===== config.mk =====
export PLATFORM = sky130hd
export DESIGN_NAME = adv_packet_crc_whitening_builder
export DESIGN_NICKNAME = d
export VERILOG_FILES = /design/src/sv/apcwb_pkg.sv /design/src/sv/apcwb_frame_ram.sv /design/src/sv/apcwb_crc_unit.sv /design/src/sv/apcwb_whiten_out.sv /design/src/sv/adv_packet_crc_whitening_builder.sv
export SDC_FILE = /design/constraint.sdc
export NUM_CORES = 1
export LEC_CHECK = 0
export ABC_AREA = 0
export BUFFER_PORTS_ARGS = -buffer_cell sky130_fd_sc_hd__clkbuf_2
export CAP_MARGIN = 20
export CORE_ASPECT_RATIO = 1.4
export CORE_UTILIZATION = 55
export DETAILED_ROUTE_END_ITERATION = 7
export GPL_ROUTABILITY_DRIVEN = 0
export HOLD_SLACK_MARGIN = 0.15
export PLACE_DENSITY_LB_ADDON = 0.12
export SLEW_MARGIN = 10
export SYNTH_ARGS = -nofsm -noshare
export SYNTH_HDL_FRONTEND = slang
export SYNTH_SLANG_ARGS = --single-unit

===== constraint.sdc =====
create_clock -name i_clk -period 17.1 [get_ports i_clk]
set_clock_uncertainty 0.1 [all_clocks]
set_input_delay 5.13 -clock i_clk [delete_from_list [all_inputs] [get_ports i_clk]]
set_output_delay 5.13 -clock i_clk [all_outputs]
set_load 0.05 [all_outputs]

===== src/sv/apcwb_pkg.sv =====
`default_nettype none
package apcwb_pkg;

    localparam int FRAME_LEN  = 25;
    localparam int CRC_FIRST  = 11;
    localparam int CRC_LAST   = 22;
    localparam int CRC_HI_POS = 23;
    localparam int LAST_POS   = 24;
    localparam int POS_W      = $clog2(FRAME_LEN + 1);
    localparam int RAM_DEPTH  = 32;
    localparam int ADDR_W     = $clog2(RAM_DEPTH);

    localparam logic [15:0] CRC_INIT    = 16'hFFFF;
    localparam logic [15:0] POLY_RESET  = 16'h1021;
    localparam logic [6:0]  WHITEN_SEED = 7'd83;
    localparam int          WHITEN_SKIP = 104;
    localparam int          BYTE_BITS   = 8;

    localparam logic [1:0] CMD_SETUP = 2'd0;
    localparam logic [1:0] CMD_ON    = 2'd1;
    localparam logic [1:0] CMD_OFF   = 2'd2;
    localparam logic [1:0] CMD_LIGHT = 2'd3;

    localparam logic [7:0] CODE_SETUP = 8'h28;
    localparam logic [7:0] CODE_ON    = 8'h10;
    localparam logic [7:0] CODE_OFF   = 8'h11;
    localparam logic [7:0] CODE_LIGHT = 8'h21;

    localparam int         CFG_IDX_W       = 8;
    localparam logic [7:0] CFG_PREFIX_HEAD = 8'd0;
    localparam logic [7:0] CFG_PREFIX_TAIL = 8'd1;
    localparam logic [7:0] CFG_DEVICE_ID   = 8'd2;
    localparam logic [7:0] CFG_CRC_POLY    = 8'd3;

    typedef struct packed {
        logic init;
        logic load;
        logic last;
    } t_wht_ctrl;

    function automatic logic [6:0] lfsr_step(input logic [6:0] l);
        logic top;
        top = l[6];
        return {l[5:0], top} ^ {2'b00, top, 4'b0000};
    endfunction

    function automatic logic [6:0] lfsr_skip(input logic [6:0] l, input int n);
        logic [6:0] v;
        v = l;
        for (int i = 0; i < n; i++) begin
            v = lfsr_step(v);
        end
        return v;
    endfunction

    localparam logic [6:0] WHITEN_START = lfsr_skip(WHITEN_SEED, WHITEN_SKIP);

    function automatic logic [7:0] reverse_byte(input logic [7:0] b);
        logic [7:0] r;
        for (int k = 0; k < 8; k++) begin
            r[k] = b[7 - k];
        end
        return r;
    endfunction

    function automatic logic [7:0] whiten_byte(input logic [7:0] b, input logic [6:0] l);
        logic [7:0] r;
        logic [6:0] v;
        v = l;
        for (int k = 0; k < 8; k++) begin
            r[k] = v[6] ^ b[k];
            v = lfsr_step(v);
        end
        return r;
    endfunction

    function automatic logic [15:0] crc_byte(input logic [15:0] acc, input logic [7:0] b,
                                             input logic [15:0] poly);
        logic [15:0] c;
        c = acc ^ {b, 8'h00};
        for (int k = 0; k < 8; k++) begin
            if (c[15]) begin
                c = {c[14:0], 1'b0} ^ poly;
            end else begin
                c = {c[14:0], 1'b0};
            end
        end
        return c;
    endfunction

endpackage
`default_nettype wire


===== src/sv/apcwb_frame_ram.sv =====
`default_nettype none
module apcwb_frame_ram
    import apcwb_pkg::*;
(
    input  wire logic              i_clk,
    input  wire logic              i_wr_en,
    input  wire logic [ADDR_W-1:0] i_wr_addr,
    input  wire logic [7:0]        i_wr_data,
    input  wire logic              i_rd_en,
    input  wire logic [ADDR_W-1:0] i_rd_addr,
    output logic      [7:0]        o_rd_data
);

    logic [7:0] r_mem [RAM_DEPTH];

    always_ff @(posedge i_clk) begin
        if (i_wr_en) begin
            r_mem[i_wr_addr] <= i_wr_data;
        end
    end

    always_ff @(posedge i_clk) begin
        if (i_rd_en) begin
            o_rd_data <= r_mem[i_rd_addr];
        end
    end

endmodule
`default_nettype wire


===== src/sv/apcwb_crc_unit.sv =====
`default_nettype none
module apcwb_crc_unit
    import apcwb_pkg::*;
(
    input  wire logic        i_clk,
    input  wire logic        i_rst_n,
    input  wire logic        i_clear,
    input  wire logic        i_feed,
    input  wire logic [7:0]  i_byte,
    input  wire logic [15:0] i_poly,
    output logic      [15:0] o_crc
);

    logic [15:0] r_crc;

    always_ff @(posedge i_clk) begin
        if (!i_rst_n) begin
            r_crc <= CRC_INIT;
        end else if (i_clear) begin
            r_crc <= CRC_INIT;
        end else if (i_feed) begin
            r_crc <= crc_byte(r_crc, i_byte, i_poly);
        end
    end

    assign o_crc = r_crc;

endmodule
`default_nettype wire


===== src/sv/apcwb_whiten_out.sv =====
`default_nettype none
module apcwb_whiten_out
    import apcwb_pkg::*;
(
    input  wire logic       i_clk,
    input  wire logic       i_rst_n,
    input  wire t_wht_ctrl  i_ctrl,
    input  wire logic [7:0] i_rd_data,
    input  wire logic       i_tready,
    output logic            o_tvalid,
    output logic      [7:0] o_tdata,
    output logic            o_tlast
);

    logic       r_valid;
    logic [6:0] r_lfsr;
    logic [7:0] r_data;
    logic       r_last;

    always_ff @(posedge i_clk) begin
        if (!i_rst_n) begin
            r_valid <= 1'b0;
            r_lfsr  <= WHITEN_START;
        end else begin
            if (i_ctrl.load) begin
                r_valid <= 1'b1;
            end else if (i_tready) begin
                r_valid <= 1'b0;
            end
            if (i_ctrl.init) begin
                r_lfsr <= WHITEN_START;
            end else if (i_ctrl.load) begin
                r_lfsr <= lfsr_skip(r_lfsr, BYTE_BITS);
            end
        end
    end

    always_ff @(posedge i_clk) begin
        if (i_ctrl.load) begin
            r_data <= whiten_byte(reverse_byte(i_rd_data), r_lfsr);
            r_last <= i_ctrl.last;
        end
    end

    assign o_tvalid = r_valid;
    assign o_tdata  = r_data;
    assign o_tlast  = r_last;

endmodule
`default_nettype wire


===== src/sv/adv_packet_crc_whitening_builder.sv =====
// an accepted request first builds the whole frame into the frame ram; each byte is then read
// out of its one read port and registered in the whitening output stage, one read in flight at a time,
// and a new request is taken only after the last frame byte has been read out
// reset: synchronous active low, clears control, crc and whitening state, config to defaults
// the frame ram has no reset; every entry is written before it is read
`default_nettype none
module adv_packet_crc_whitening_builder
    import apcwb_pkg::*;
(
    input  wire logic                 i_clk,
    input  wire logic                 i_rst_n,
    input  wire logic                 s_axis_tvalid,
    output logic                      s_axis_tready,
    // [1:0] command, [9:2] channel_one_level, [17:10] channel_two_level, [25:18] nonce
    input  wire logic [31:0]          s_axis_tdata,
    output logic                      m_axis_tvalid,
    input  wire logic                 m_axis_tready,
    // [7:0] frame_byte
    output logic      [7:0]           m_axis_tdata,
    output logic                      m_axis_tlast,
    input  wire logic                 i_cfg_valid,
    output logic                      o_cfg_ready,
    input  wire logic [CFG_IDX_W-1:0] i_cfg_index,
    input  wire logic [63:0]          i_cfg_data
);

    typedef enum logic [1:0] {
        ST_IDLE,
        ST_BUILD,
        ST_EMIT
    } t_state;

    t_state           r_state;
    logic [POS_W-1:0] r_pos;
    logic [POS_W-1:0] r_rd_idx;
    logic             r_pend;
    logic             r_pend_last;

    logic [23:0] r_prefix_head;
    logic [63:0] r_prefix_tail;
    logic [15:0] r_device_id;
    logic [15:0] r_crc_poly;

    logic [1:0] r_cmd;
    logic [7:0] r_lv1;
    logic [7:0] r_lv2;
    logic [7:0] r_nonce;

    logic        in_acc;
    logic        wr_en;
    logic        rd_en;
    logic        crc_feed;
    logic [7:0]  wr_byte;
    logic [7:0]  rd_data;
    logic [15:0] crc_value;
    logic [7:0]  code;
    logic [7:0]  arg1;
    logic [7:0]  arg2;
    t_wht_ctrl   wht_ctrl;

    assign s_axis_tready = (r_state == ST_IDLE);
    assign o_cfg_ready   = (r_state == ST_IDLE);
    assign in_acc        = s_axis_tvalid && s_axis_tready;
    assign wr_en         = (r_state == ST_BUILD);
    assign crc_feed      = wr_en && (r_pos >= POS_W'(CRC_FIRST)) && (r_pos <= POS_W'(CRC_LAST));
    assign rd_en         = (r_state == ST_EMIT) && (r_rd_idx != POS_W'(FRAME_LEN)) && !r_pend
                           && (!m_axis_tvalid || m_axis_tready);

    always_comb begin
        case (r_cmd)
            CMD_SETUP: begin
                code = CODE_SETUP;
                arg1 = r_device_id[15:8];
                arg2 = r_device_id[7:0];
            end
            CMD_ON: begin
                code = CODE_ON;
                arg1 = 8'h00;
                arg2 = 8'h00;
            end
            CMD_OFF: begin
                code = CODE_OFF;
                arg1 = 8'h00;
                arg2 = 8'h00;
            end
            CMD_LIGHT: begin
                code = CODE_LIGHT;
                arg1 = r_lv1;
                arg2 = r_lv2;
            end
            default: begin
                code = CODE_LIGHT;
                arg1 = r_lv1;
                arg2 = r_lv2;
            end
        endcase
    end

    // frame byte at the build position
    always_comb begin
        case (r_pos)
            5'd0:    wr_byte = r_prefix_head[23:16];
            5'd1:    wr_byte = r_prefix_head[15:8];
            5'd2:    wr_byte = r_prefix_head[7:0];
            5'd3:    wr_byte = r_prefix_tail[63:56];
            5'd4:    wr_byte = r_prefix_tail[55:48];
            5'd5:    wr_byte = r_prefix_tail[47:40];
            5'd6:    wr_byte = r_prefix_tail[39:32];
            5'd7:    wr_byte = r_prefix_tail[31:24];
            5'd8:    wr_byte = r_prefix_tail[23:16];
            5'd9:    wr_byte = r_prefix_tail[15:8];
            5'd10:   wr_byte = r_prefix_tail[7:0];
            5'd11:   wr_byte = code;
            5'd12:   wr_byte = r_device_id[15:8];
            5'd13:   wr_byte = r_device_id[7:0];
            5'd14:   wr_byte = arg1;
            5'd15:   wr_byte = arg2;
            5'd17:   wr_byte = r_nonce;
            5'd23:   wr_byte = crc_value[15:8];
            5'd24:   wr_byte = crc_value[7:0];
            default: wr_byte = 8'h00;
        endcase
    end

    always_ff @(posedge i_clk) begin
        if (!i_rst_n) begin
            r_state       <= ST_IDLE;
            r_pos         <= '0;
            r_rd_idx      <= '0;
            r_pend        <= 1'b0;
            r_pend_last   <= 1'b0;
            r_prefix_head <= '0;
            r_prefix_tail <= '0;
            r_device_id   <= '0;
            r_crc_poly    <= POLY_RESET;
        end else begin
            if (i_cfg_valid && o_cfg_ready) begin
                case (i_cfg_index)
                    CFG_PREFIX_HEAD: r_prefix_head <= i_cfg_data[23:0];
                    CFG_PREFIX_TAIL: r_prefix_tail <= i_cfg_data;
                    CFG_DEVICE_ID:   r_device_id   <= i_cfg_data[15:0];
                    CFG_CRC_POLY:    r_crc_poly    <= i_cfg_data[15:0];
                    default: ;
                endcase
            end
            r_pend      <= rd_en;
            r_pend_last <= rd_en && (r_rd_idx == POS_W'(LAST_POS));
            case (r_state)
                ST_IDLE: begin
                    if (in_acc) begin
                        r_pos   <= '0;
                        r_state <= ST_BUILD;
                    end
                end
                ST_BUILD: begin
                    r_pos <= POS_W'(r_pos + 1'b1);
                    if (r_pos == POS_W'(LAST_POS)) begin
                        r_rd_idx <= '0;
                        r_state  <= ST_EMIT;
                    end
                end
                ST_EMIT: begin
                    if (rd_en) begin
                        r_rd_idx <= POS_W'(r_rd_idx + 1'b1);
                    end
                    if ((r_rd_idx == POS_W'(FRAME_LEN)) && !r_pend) begin
                        r_state <= ST_IDLE;
                    end
                end
                default: begin
                    r_state <= ST_IDLE;
                end
            endcase
        end
    end

    always_ff @(posedge i_clk) begin
        if (in_acc) begin
            r_cmd   <= s_axis_tdata[1:0];
            r_lv1   <= s_axis_tdata[9:2];
            r_lv2   <= s_axis_tdata[17:10];
            r_nonce <= s_axis_tdata[25:18];
        end
    end

    assign wht_ctrl.init = in_acc;
    assign wht_ctrl.load = r_pend;
    assign wht_ctrl.last = r_pend_last;

    apcwb_frame_ram u_ram (
        .i_clk     (i_clk),
        .i_wr_en   (wr_en),
        .i_wr_addr (ADDR_W'(r_pos)),
        .i_wr_data (wr_byte),
        .i_rd_en   (rd_en),
        .i_rd_addr (ADDR_W'(r_rd_idx)),
        .o_rd_data (rd_data)
    );

    apcwb_crc_unit u_crc (
        .i_clk   (i_clk),
        .i_rst_n (i_rst_n),
        .i_clear (in_acc),
        .i_feed  (crc_feed),
        .i_byte  (wr_byte),
        .i_poly  (r_crc_poly),
        .o_crc   (crc_value)
    );

    apcwb_whiten_out u_out (
        .i_clk     (i_clk),
        .i_rst_n   (i_rst_n),
        .i_ctrl    (wht_ctrl),
        .i_rd_data (rd_data),
        .i_tready  (m_axis_tready),
        .o_tvalid  (m_axis_tvalid),
        .o_tdata   (m_axis_tdata),
        .o_tlast   (m_axis_tlast)
    );

`ifndef SYNTHESIS
    // read data lands only in an empty output register
    a_pend_out_free: assert property (@(posedge i_clk) disable iff (!i_rst_n)
        r_pend |-> !m_axis_tvalid)
        else $error("ram read data arrived while output register busy");

    a_pend_loads: assert property (@(posedge i_clk) disable iff (!i_rst_n)
        r_pend |=> m_axis_tvalid)
        else $error("ram read data was not loaded into output register");

    a_ram_port_excl: assert property (@(posedge i_clk) disable iff (!i_rst_n)
        wr_en |-> !rd_en)
        else $error("frame ram written and read in the same cycle");

    a_crc_restart: assert property (@(posedge i_clk) disable iff (!i_rst_n)
        in_acc |=> (crc_value == CRC_INIT))
        else $error("crc not restarted on new request");
`endif

endmodule
`default_nettype wire


Word level (Yosys, flattened, before mapping) --
Memories as Yosys holds them, arrays and structs flattened. A register that Yosys moved wholly into a read port is not among the register bits. Cells that the tools add are included.
Word-level totals: memories kept 1, bits in writable memories 256, output and inout bits 12, bits in registers 193, word-level logic and storage cells 156
Memory list:
- u_ram.r_mem | words 32, width 8, read ports 1, clocked after memory_dff 1, write ports 1, line apcwb_frame_ram.sv:14 | logic [7:0] r_mem [RAM_DEPTH];
Operators by class: bitwise logic cells 26, reductions and logical operators 28, mux-type cells 46, eq/ne operators 33, add/subtract/negate cells 2, order comparisons 2
Operators with widths (number):
- two-way mux 16 bit | 29
- case mux 8 bit (19 select lines) | 1
- XOR 16 bit | 9
- XOR 7 x 5 -> 7 bit | 8
- case mux 8 bit (3 select lines) | 2
- equality test 5 x 4 -> 1 bit, second input constant | 8
- case mux 8 bit (4 select lines) | 1
- equality test 5 bit, second input constant | 5
- equality test 5 x 3 -> 1 bit, second input constant | 4
- case mux 5 bit (2 select lines) | 2
- equality test 8 x 2 -> 1 bit, second input constant | 2
- two-way mux 5 bit | 3
- adder 5 x 1 -> 5 bit, second input constant | 2
- equality test 5 x 2 -> 1 bit, second input constant | 2
- AND reduction 2 bit | 5
- logical AND 1 bit | 9
- equality test 8 x 1 -> 1 bit, second input constant | 1
- zero test 8 bit | 1
- XOR 1 bit | 8
- equality test 2 bit, second input constant | 3
- two-way mux 2 bit | 3
- inequality test 2 x 1 -> 1 bit, second input constant | 3
- case mux 2 bit (3 select lines) | 1
- AND reduction 3 bit | 2
- other kinds (14) | 23

Depth between registers and ports, before layout --
word-level depth 42, gate-level depth with buffers 25

Hierarchy --
From an unflattened synthesis, not the netlist that was laid out.
Second synthesis, totals: cell total of the unflattened synthesis 1628, area total of the unflattened synthesis 21443.1 sq um
Modules (own cells, without submodules):
- apcwb_frame_ram | area an instance 10133.5 sq um, cells each 417, times used 1
- adv_packet_crc_whitening_builder | area an instance 7576.0 sq um, cells each 757, times used 1
- apcwb_crc_unit | area an instance 2996.6 sq um, cells each 398, times used 1
- apcwb_whiten_out | area an instance 737.0 sq um, cells each 56, times used 1

Worst setup path before layout --
Ideal clock, no wire load.
path kind input to register, start input i_cfg_index[4], end register r_device_id[11], buffers on the path 1, arrival 6783 ps, library setup time 128 ps, stages 8, path slack 10089 ps, path through nor4b_1 -> nand2_1 -> nor4_1 -> nor2b_1 -> nand2_1 -> clkbuf_1 -> mux2i_1 -> nor2_1
Between the ends: longest elaborated chain between the ends 2
Ends and longest elaborated chain:
- start: declaration | line adv_packet_crc_whitening_builder.sv:23 | input wire logic [CFG_IDX_W-1:0] i_cfg_index,
- equality test 8 x 2 -> 1 bit | line adv_packet_crc_whitening_builder.sv:138 | case (i_cfg_index)
- AND reduction 2 bit (no source line)
- end signal: assignment | line adv_packet_crc_whitening_builder.sv:141 | CFG_DEVICE_ID: r_device_id <= i_cfg_data[15:0];
- end: declaration | line adv_packet_crc_whitening_builder.sv:41 | logic [15:0] r_device_id;
Every way passes these cells. A chain may end at the register's enable or synchronous reset.

Worst setup path after layout --
start register r_pos[0], end register u_crc.r_crc[9], in the netlist u_crc.o_crc[9]
Between the ends: longest elaborated chain between the ends 39, elaborated cells between the ends (all ways) 62
Ends and longest elaborated chain:
- start: declaration | line adv_packet_crc_whitening_builder.sv:34 | logic [POS_W-1:0] r_pos;
- start signal: assignment | line adv_packet_crc_whitening_builder.sv:156 | r_pos <= POS_W'(r_pos + 1'b1);
- equality test 5 bit, or another cell as far along | line adv_packet_crc_whitening_builder.sv:101 | case (r_pos)
- case mux 8 bit (19 select lines) | line adv_packet_crc_whitening_builder.sv:101
- XOR 16 bit | line apcwb_pkg.sv:80 | c = acc ^ {b, 8'h00};
- two-way mux 16 bit / XOR 16 bit (equally long branches) | line apcwb_pkg.sv:82, apcwb_pkg.sv:83
- two-way mux 16 bit, on equally long branches | line apcwb_crc_unit.sv:21, apcwb_pkg.sv:82
- two-way mux 16 bit, on equally long branches | line apcwb_crc_unit.sv:19, apcwb_crc_unit.sv:21
- two-way mux 16 bit, on equally long branches | line apcwb_crc_unit.sv:17, apcwb_crc_unit.sv:19
- XOR 16 bit / two-way mux 16 bit (equally long branches) | line apcwb_pkg.sv:83, apcwb_crc_unit.sv:17
- [... 23 more ...]
- two-way mux 16 bit, on equally long branches | line apcwb_crc_unit.sv:17, apcwb_crc_unit.sv:19
- XOR 16 bit / two-way mux 16 bit (equally long branches) | line apcwb_pkg.sv:83, apcwb_crc_unit.sv:17
- two-way mux 16 bit / XOR 16 bit (equally long branches) | line apcwb_pkg.sv:82, apcwb_pkg.sv:83
- two-way mux 16 bit, on equally long branches | line apcwb_crc_unit.sv:21, apcwb_pkg.sv:82
- two-way mux 16 bit, on equally long branches | line apcwb_crc_unit.sv:19, apcwb_crc_unit.sv:21
- two-way mux 16 bit, on equally long branches | line apcwb_crc_unit.sv:17, apcwb_crc_unit.sv:19
- XOR 16 bit / two-way mux 16 bit (equally long branches) | line apcwb_pkg.sv:83, apcwb_crc_unit.sv:17
- two-way mux 16 bit | line apcwb_pkg.sv:82 | if (c[15]) begin
- end signal: assignment | line apcwb_crc_unit.sv:22 | r_crc <= crc_byte(r_crc, i_byte, i_poly);
- end: declaration | line apcwb_crc_unit.sv:14 | logic [15:0] r_crc;
Several ways; a longest one is shown, not always the timed one. The select of a mux whose other input is x is not followed.

==> results.yml <==
placed_design:
  detailed_place_hpwl_um: 39000
  place.port_buffers: 114
  placed_area_um2: 22500
  number_of_cells_after_detailed_placement: 2350
sta:
  finalCritPeriodShare_pct: 44.5
  layout_min_cycle_time_ps: 7600
  slew_violations: 0
  rsz_0062_raised_after_global_routing: "false"
  final.setup.tns_ps: 0
  final-hold-violation-count: 0
  fmax_ghz: 0.132
  tightest_slew_ps: 1140
  maxSlewHeadroom_pct: 23.6
  setup_violations: 0
worst_setup_path:
  crit_path_max_fanout: 18
  critical_path_arrival_ps: 7940
  critical_path.startpoint: "r_pos[0]"
  slowest_stage: "sky130_fd_sc_hd__nor2_1"
  cp_cell_sequence: "ha_1, buf_4, inv_1, nor3_1, ha_1, nand4b_1, o221ai_1, or4_1, o31a_1, nor2_1, a211oi_1, nor2_1, xnor3_1, nand2_1, nand3_4, xor2_2, o31a_2, o221ai_2, xnor2_1, xnor2_1, o211ai_1"
  cpPeakStageDelay_ps: 760
  worst_setup_path_endpoint: "u_crc.o_crc[9]"
  critical_path_buf_inv_count: 2
  reg2reg_to: "u_crc.o_crc[9]"
  worstSetupPathDepth: 21
  setup.worst_path.class: "flip-flop to flip-flop"
  critical-path-top-delay-family: "simple AND/OR/NAND/NOR gates"
  critPathLaunchType: "flip-flop"
  critPathRequiredTime_ps: 17440
  reg2reg_from: "r_pos[0]"
  timing.reg2reg.worst_path_depth: 21
  setup.reg_to_reg.worst_slack_ps: 9500
  worst_setup_path_end_kind: "flip-flop"
detailed_routing:
  drcViolationCount: 0
  detail-route-antenna-nets: 0
  detailedRoute.firstPassIterationCount: 7
  vias_after_detailed_routing: 14865
  avgRoutedWirePerCell_um: 23.4
  drt_iter0_drc: 1651
  routed_via_density: 6.12
  wl_um: 56900
global_route:
  vias_in_the_first_global_route: 14605
  gr-total-overflow: 0
  globalRouteTotalUtil_pct: 28.9
  global_route_wire_length_before_repair_um: 86500
  grt_max_degree: 71
  grt_antenna_before_repair: 0
cells_and_area:
  stdcell_area_um2: 23900
  final-instance-count-excl-fill: 2430
  final_core_utilization_pct: 62.0
  final_nets: 1993
  num_antenna_cells: 0
  layout_common_cells: "346 x sky130_fd_sc_hd__nand2_1, 299 x sky130_fd_sc_hd__edfxtp_1, 155 x sky130_fd_sc_hd__dfxtp_1"
  fillerInstances: 3068
  layout-area-overhead-vs-synth_pct: 10.9
  layout.cells.most_common: "sky130_fd_sc_hd__nand2_1"
  layout-drive-gt1-share_pct: 19.1
cts:
  clock-root-buffer: "sky130_fd_sc_hd__clkbuf_16"
  post_cts.repair.setup_buffers: 0
  clk_pin_slew_worst_paths_ps: 70
  post_cts.resized_instances: 0
  clock_latency_ps: 580
  cts_tree: "built"
  cts_hold_repair.buffers: 0
  numCtsBuffers: 43
  htree_num_levels: 2
  ctsLongestPathBuffers: 3
  cts_num_sinks: 457
floorplanning:
  std_cell_rows: 85
  boundaryPins: 121
  dieHeight_um: 236
  initial_core_util_pct: 55.9
  fp.coreArea_um2: 38600
  dieArea_um2: 40000
  die_width_um: 169
power:
  leakage_nw: 8.44
  power_density_nw_per_um2: 90.8
  peak_supply_drop_v: 0.0000819
synth:
  synth_top_area_share_pct: 41.6
  synth-edff-count: 299
  netlist.top_cell.by_area: "sky130_fd_sc_hd__edfxtp_1"
  syn-instance-count: 1810
  synth_async_sr_flop_share_pct: 0
  count_of_different_cell_masters_after_synthesis: 96
  synth_seq_cells: 457
  synth_seq_area_share_pct: 56.3
  yosys_warnings: 0
  syn-cell-area_um2: 21600
  yosys_most_used_dff: "sky130_fd_sc_hd__edfxtp_1"
  synth_top_cells_by_area: "sky130_fd_sc_hd__edfxtp_1 42%, sky130_fd_sc_hd__dfxtp_1 15%, sky130_fd_sc_hd__mux4_2 8.4%"
  synth_area_per_cell_um2: 11.9
  syn-num-nets: 1930
run_status:
  run_status: "complete, no violations"
min_path:
  worstHoldPathType: "flip-flop to flip-flop"
flow_run:
  maxCapViolations: 0
-- routing by layer --
metal	GRT usage (%)	vias up	part of all wire [%]
li1	-	6793	-
met1	34.5	7280	37
met2	50.7	631	52
met3	3.17	161	5.7
met4	15.8	0	5.7
met5	0	-	0
-- logic make-up (layout without fill, tap and decap cells) --
family                     count (synthesis)  count (layout)  share of synthesized area [%]
buffers and inverters                    160             258                           3.04
muxes                                    143             143                           11.4
AOI/OAI and AO/OA                        317             317                           10.4
and+or+nand+nor                          597             597                           12.6
xor gates and xnor gates                 125             125                           5.62
DFF                                      457             457                           56.3
adders and majority gates                 11              11                          0.638
-- where the power goes --
part           leakage [nW]  total [mW]  switching, mW  internal, mW
Clock                 0.679       0.946          0.426         0.520
Combinational          3.44      0.0539         0.0366        0.0173
Sequential             4.32        1.17        0.00303          1.17
-- Yosys cell counts (7+ instances only) --
cell	number
sky130_fd_sc_hd__a2111oi_0	8
sky130_fd_sc_hd__a211oi_1	9
sky130_fd_sc_hd__a21oi_1	137
sky130_fd_sc_hd__a22oi_1	11
sky130_fd_sc_hd__a31oi_1	8
sky130_fd_sc_hd__a32oi_1	14
sky130_fd_sc_hd__and3_1	15
sky130_fd_sc_hd__buf_1	13
sky130_fd_sc_hd__buf_2	11
sky130_fd_sc_hd__clkbuf_1	98
sky130_fd_sc_hd__dfxtp_1	158
sky130_fd_sc_hd__edfxtp_1	299
sky130_fd_sc_hd__ha_1	11
sky130_fd_sc_hd__inv_1	28
sky130_fd_sc_hd__mux2_2	16
sky130_fd_sc_hd__mux2i_1	45
sky130_fd_sc_hd__mux4_2	80
sky130_fd_sc_hd__nand2_1	346
sky130_fd_sc_hd__nand2b_1	9
sky130_fd_sc_hd__nand3_1	17
sky130_fd_sc_hd__nand3b_1	9
sky130_fd_sc_hd__nand4_1	14
sky130_fd_sc_hd__nor2_1	102
sky130_fd_sc_hd__nor2b_1	12
sky130_fd_sc_hd__nor3_1	18
sky130_fd_sc_hd__o211ai_1	16
sky130_fd_sc_hd__o211ai_2	10
sky130_fd_sc_hd__o21ai_0	22
sky130_fd_sc_hd__o221ai_2	12
sky130_fd_sc_hd__or3_1	7
sky130_fd_sc_hd__xnor2_1	89
sky130_fd_sc_hd__xor2_1	26
-- worst min path at each step --
stage | startpoint | to | slack (ps) | depth (start not counted)
floorplan | r_pend_last | u_out.o_tlast | 290 | 0
global placement | r_pend_last | u_out.o_tlast | 300 | 0
detailed placement | r_pend_last | u_out.o_tlast | 330 | 0
CTS | r_pend_last | u_out.o_tlast | 340 | 0
global route | r_pend_last | u_out.o_tlast | 330 | 0
finish | r_pend_last | u_out.o_tlast | 340 | 0
-- flip-flops by register name (all words and copies together) (netlist names), 2 cells and up --
register / cells
r_lv2: 8
u_ram.o_rd_data: 8
r_prefix_head: 24
u_out.o_tdata: 8
r_rd_idx: 5
r_nonce: 8
r_prefix_tail: 64
r_crc_poly: 16
r_lv1: 8
u_out.r_lfsr: 7
r_pos: 5
r_cmd: 2
r_state: 2
u_crc.o_crc: 16
r_device_id: 16
u_ram.r_mem: 256
-- worst reg2reg max path, delay by kind of cell (launching register included) --
| kind | cells | cell delay, ps |
|---|---|---|
| flops | 1 | 380 |
| compound gates | 6 | 1690 |
| fa+ha+maj | 2 | 570 |
| buf+inv | 2 | 400 |
| xor+xnor | 4 | 1900 |
| simple gates | 7 | 2450 |
-- stage by stage --
step                total power, mW  worst slack, ps  hold WS (ps)
floorplan                      1.22            10090           286
global placement               1.25             9630           304
detailed placement             1.25             9560           326
CTS                            2.19             9540           336
global route                   2.23             9070           332
finish                         2.17             9500           337
-- cell type report --
class                   count  area [µm²]  area share (%)
clock inverters            25         234           0.978
multi-input cells        1193        8780            36.7
clock buffers              55        1160            4.86
flip-flops and latches    457       12100            50.8
inverters                  31         119           0.497
repair buffers            147         822            3.44
well taps                 522         653            2.73
No activity file was read; power rests on OpenSTA's default activity.
